<file path="config.mk">
export PLATFORM = sky130hd
export DESIGN_NAME = afc_reduce
export DESIGN_NICKNAME = d
export VERILOG_FILES = /design/src/rtl/afc_pkg.sv /design/src/rtl/afc_reduce.sv
export SDC_FILE = /design/constraint.sdc
export NUM_CORES = 2
export LEC_CHECK = 0
export BUFFER_PORTS_ARGS = -buffer_cell sky130_fd_sc_hd__buf_4
export CAP_MARGIN = 30
export CORE_AREA = 2 2 374 376
export DETAILED_ROUTE_END_ITERATION = 10
export DIE_AREA = 0 0 376 378
export GPL_TIMING_DRIVEN = 0
export HOLD_SLACK_MARGIN = 0.03
export PLACE_DENSITY_LB_ADDON = 0.15
export SYNTH_ARGS = -nofsm -noshare
export SYNTH_HDL_FRONTEND = slang
export SYNTH_SLANG_ARGS = --single-unit
</file>
<file path="constraint.sdc">
create_clock -name i_clk -period 12.3 [get_ports i_clk]
set_clock_uncertainty 0.15 [all_clocks]
set_input_delay 1.23 -clock i_clk [delete_from_list [all_inputs] [get_ports i_clk]]
set_output_delay 1.23 -clock i_clk [all_outputs]
set_load 0.02 [all_outputs]
</file>
<file path="src/rtl/afc_pkg.sv">
`timescale 1ns / 1ps
// ============================================================================
// afc_pkg
// Shared types and pipeline constants of the box culling pipeline.
// ============================================================================
package afc_pkg;

    localparam int WORD_W   = 32;          // field width of coordinates and matrix
    localparam int ACC_W    = 64;          // exact products and dot products
    localparam int NUM_REGS = 8;
    localparam int CFG_IDX_W = 3;
    localparam int NUM_CORN = 8;
    localparam int QBITS    = 32;          // quotient bits produced by the divider

    // stage map: two transform stages, divider (prep, QBITS steps, finish),
    // reduction, output register
    localparam int XF_STAGES  = 2;
    localparam int DIV_STAGES = QBITS + 2;
    localparam int RED_STAGES = 2;
    localparam int NST        = XF_STAGES + DIV_STAGES + RED_STAGES;

    typedef logic signed [WORD_W-1:0] t_word;
    typedef logic signed [ACC_W-1:0]  t_acc;
    typedef t_word t_mat [4][4];
    typedef t_word t_vec3 [3];
    typedef t_acc  t_row4 [4];
    typedef t_row4 t_corn_num [NUM_CORN];
    typedef t_vec3 t_corn_val [NUM_CORN];

endpackage

</file>
<file path="src/rtl/afc_reduce.sv">
`timescale 1ns / 1ps
// ============================================================================
// afc_reduce
// Per-axis minimum and maximum over the corners, then the overlap test
// against the view box and the output register.
// ============================================================================
module afc_reduce #(
    parameter int FRAC_BITS = 16
) (
    input  logic                      i_clk,
    input  logic [1:0]                i_en,
    input  afc_pkg::t_corn_val        i_val,
    input  logic [afc_pkg::NUM_CORN-1:0] i_zero,
    output logic                      o_inside,
    output logic                      o_degen,
    output afc_pkg::t_vec3            o_vmin,
    output afc_pkg::t_vec3            o_vmax
);
    import afc_pkg::*;

    localparam t_word ONE = t_word'(1) <<< FRAC_BITS;

    t_word r_mn [3];
    t_word r_mx [3];
    logic  r_dg;
    t_word r_omn [3];
    t_word r_omx [3];
    logic  r_oin;
    logic  r_odg;

    // A compare tree over the eight corners. Values of corners with w equal to
    // zero do not matter here, because such an item is replaced by zeros in the
    // next stage.
    always_ff @(posedge i_clk) begin
        t_word mn4 [4];
        t_word mx4 [4];
        t_word mn2 [2];
        t_word mx2 [2];
        if (i_en[0]) begin
            r_dg <= |i_zero;
            for (int a = 0; a < 3; a++) begin
                for (int k = 0; k < 4; k++) begin
                    mn4[k] = (i_val[2*k][a] < i_val[2*k+1][a]) ? i_val[2*k][a]
                                                               : i_val[2*k+1][a];
                    mx4[k] = (i_val[2*k][a] > i_val[2*k+1][a]) ? i_val[2*k][a]
                                                               : i_val[2*k+1][a];
                end
                for (int k = 0; k < 2; k++) begin
                    mn2[k] = (mn4[2*k] < mn4[2*k+1]) ? mn4[2*k] : mn4[2*k+1];
                    mx2[k] = (mx4[2*k] > mx4[2*k+1]) ? mx4[2*k] : mx4[2*k+1];
                end
                r_mn[a] <= (mn2[0] < mn2[1]) ? mn2[0] : mn2[1];
                r_mx[a] <= (mx2[0] > mx2[1]) ? mx2[0] : mx2[1];
            end
        end
    end

    always_ff @(posedge i_clk) begin
        if (i_en[1]) begin
            r_odg <= r_dg;
            if (r_dg) begin
                r_oin <= 1'b1;
                for (int a = 0; a < 3; a++) begin
                    r_omn[a] <= '0;
                    r_omx[a] <= '0;
                end
            end else begin
                r_oin <= (r_mn[0] <= ONE) && (r_mx[0] >= -ONE) &&
                         (r_mn[1] <= ONE) && (r_mx[1] >= -ONE) &&
                         (r_mn[2] <= ONE) && (r_mx[2] >= t_word'(0));
                for (int a = 0; a < 3; a++) begin
                    r_omn[a] <= r_mn[a];
                    r_omx[a] <= r_mx[a];
                end
            end
        end
    end

    assign o_inside = r_oin;
    assign o_degen  = r_odg;
    assign o_vmin   = r_omn;
    assign o_vmax   = r_omx;

endmodule
</file>
==> flow_summary.ini <==
[status]
status = completed

[routing]
wl_microns = 231000
drt_iter0_drc = 3906
num_vias = 48111
drc = 0
viasPerCell = 5.50
routedWlPerCell_microns = 26.4
wl_met1_microns = 98700
wl_met2_microns = 108000
first_pass_iters = 6
route.met3.wl_microns = 15200
ant_nets = 0
top_layer = met5

[die]
dieArea_sq_mm = 0.142
die_h_microns = 378
core_sq_mm = 0.139
dieWidth_microns = 376
row_count = 137
boundaryPins = 973
start_util_pct = 37.4

[clock_tree]
htreeDepth = 2
cts-resized-gates = 0
insertion_delay_ps = 640
root_buffer = clkbuf_16
cts_sinks = 387
cts_buffers = 50
clk_pin_slew_ps = 70
ctsHoldBuffers = 0
cts_setup_buffers = 0
cts_buffer_depth = 3
cts_tree = done

[placement]
dpl_cell_area_sq_mm = 0.0615
io_buffers = 972
gp_congestion = 1.00
hpwl_microns = 203000

[yosys]
synth_edf_count = 387
synth_cell_types = 83
yosys_warnings = 0
async_reset_ff_share_pct = 0
syn_nets = 7568
ys_seq_area_share_pct = 22.4
avgSynthCellArea_sq_um = 8.88
synthCells = 5844
synth_seq_cells = 387
syn_area_sq_mm = 0.0519
ys.flop_type = edfxtp_1

[layout]
design_area_sq_mm = 0.0633
nets = 8599
post-route-util_pct = 45.7
area_growth_pct = 22.1
drive_above_1_share_pct = 19.3

[worst_setup_path]
crit_buf_inv = 8
critPathKind = primary input to flip-flop
reg2reg_slack_ps = 10000
rr_worst_depth = 5
critical_path_arrival_ps = 12100
end_kind = flip-flop
path_delay_family = compound AO/OA/AOI/OAI gates
crit_required_ps = 12530
critical_path.slowest_cell = a2111oi_1
timing.rr.start = r_mn[0][68]$_DFFE_PP_
path_common_cell = a21oi_1
critPathMaxFanout = 10
max_stage_delay_ps = 790
r2r_end = o_inside$_SDFFCE_PP1P_
critPathLaunchType = primary input

[global_routing]
grt_antenna_before_repair = 30
grt_max_degree = 105
grt_usage_pct = 31.1
grt_pass1_wl_microns = 321000
grt_pass1_vias = 46681
grt_overflow = 0

[timing]
rsz0062_at_grt = false
slew_viol_final = 0
relSlewSlack_pct = 19.8
max_freq_mhz = 84.2
finalHoldViolCount = 0
worstMarginPinSlew_ps = 1190
fin_crit_sh_pct = 96.5
finalCriticalPeriod_ps = 11870
whs_ps = 374
setup_tns_ps = 0
setup-violations-final = 0

[flow_run]
drv_cap = 0

[worst_hold_path]
min_to = o_vmax[8]$_SDFFCE_PP0P_
worstHoldPathType = flip-flop to flip-flop
min_path_cells = 1
hold_start = r_mx[0][72]$_DFFE_PP_

[power]
ir_drop_mv = 0.151
p_leak_nw = 33.2
p_per_area_mw_per_mm2 = 170
power_mw = 10.8
==> where the power goes <==
group	switching (mW)	leakage (nW)	internal, mW	total (mW)
registers	0.225	3.89	2.14	2.37
clock network	0.663	0.799	0.867	1.53
logic	3.99	28.6	2.87	6.86
==> worst reg2reg max path, stage by stage (launching register included) <==
cell and delay, ps:
edfxtp_1 390, nor4_1 630, nand4_1 250, a21oi_1 270, o221ai_1 250, o21bai_1 190
==> layer usage <==
metal,GRT usage (%),vias to the layer above
li1,-,23171
met1,39.9,23048
met2,52.4,1591
met3,5.54,285
met4,10.9,16
met5,0,-
==> cells in the mapped netlist (all sizes together), types with 5 or more instances <==
master | number | area (sq um)
ha | 945 | 11800
inv | 921 | 3460
mux2i | 890 | 8910
a21oi | 486 | 2440
edfxtp | 387 | 11600
nor2 | 296 | 1110
nor2b | 252 | 1580
nand2 | 211 | 792
mux2 | 198 | 2230
nand4 | 196 | 1230
o21ai | 190 | 951
a21o | 186 | 1400
clkbuf | 116 | 435
buf | 72 | 353
nand3 | 69 | 345
nor4 | 49 | 332
nor3 | 40 | 205
nand2b | 31 | 194
a211oi | 27 | 208
o211ai | 27 | 203
o21a | 24 | 180
and4 | 19 | 166
a221oi | 18 | 158
and2 | 16 | 100
a21boi | 13 | 97.6
or3 | 12 | 75.1
and3 | 11 | 68.8
a221o | 10 | 100
a31oi | 10 | 62.6
o21bai | 9 | 67.6
o31ai | 8 | 60.1
or2 | 7 | 43.8
or4 | 7 | 52.6
a41oi | 6 | 52.6
o2111ai | 6 | 52.6
o22ai | 6 | 43.8
nor3b | 5 | 37.5
o41ai | 5 | 43.8
==> cell usage in the layout (no fill, tap or decap), drive strengths merged, types with 11 or more instances in the layout <==
cell type  count
nand2        211
o211ai        27
nor2b        252
and3          11
and2          16
nor2         296
mux2         198
buf         1049
mux2i        890
a21oi        486
a221oi        18
and4          19
nand3         69
nand4        196
clkbuf       173
a21o         186
edfxtp       387
a21boi        13
o21a          24
inv          930
clkinv        16
a211oi        27
nor4          49
diode         25
or3           12
nor3          40
nand2b        31
o21ai        190
ha           945
==> kinds of logic after synthesis <==
family          count (synthesis)  synth area share (%)
mux                          1088                  21.5
simple gates                 1231                  12.4
buf+inv                      1109                  8.18
flops                         387                  22.4
compound gates               1077                  12.6
fa+ha+maj                     946                  22.8
xor+xnor                        6                 0.101
==> layout make-up <==
type / count / area [sq um]
diodes: 25 / 62.6
plain buffers: 187 / 802
clock buffers: 57 / 1280
clock inverters: 36 / 394
fillers: 13738 / 75200
inverters: 921 / 3460
multi-input cells: 4348 / 36000
flip-flops and latches: 387 / 11600
well taps: 1807 / 2260
repair buffers: 980 / 7420
==> per-stage QoR <==
| step | worst slack, ps | std cells |
|---|---|---|
| 2_1_floorplan | 2610 | 5844 |
| 3_3_place_gp | -898 | 8623 |
| 3_5_place_dp | -214 | 8630 |
| 4_1_cts | 412 | 8723 |
| 5_1_grt | 36.6 | 8743 |
| 6_report | 427 | 8748 |
==> registers in the layout, indices dropped and copies added, names as in the netlist <==
register / flops
o_vmin: 96
r_mx: 96
r_dg: 1
o_vmax: 96
o_inside: 1
r_mn: 96
o_degen: 1
==> worst max path at each step <==
stage                     cells past startpoint                    end  slack, ps        from
after CTS                                    36  r_mn[0][51]$_DFFE_PP_        410   i_val[39]
after detailed placement                     39  r_mx[0][41]$_DFFE_PP_       -210  i_val[231]
after floorplan                              38  r_mx[0][54]$_DFFE_PP_       2610  i_val[247]
after global placement                       31  r_mx[0][80]$_DFFE_PP_       -900    i_val[7]
after global routing                         36  r_mn[0][54]$_DFFE_PP_         40   i_val[39]
final                                        36  r_mn[0][51]$_DFFE_PP_        430   i_val[39]
Power figures use the tool's default switching activity.
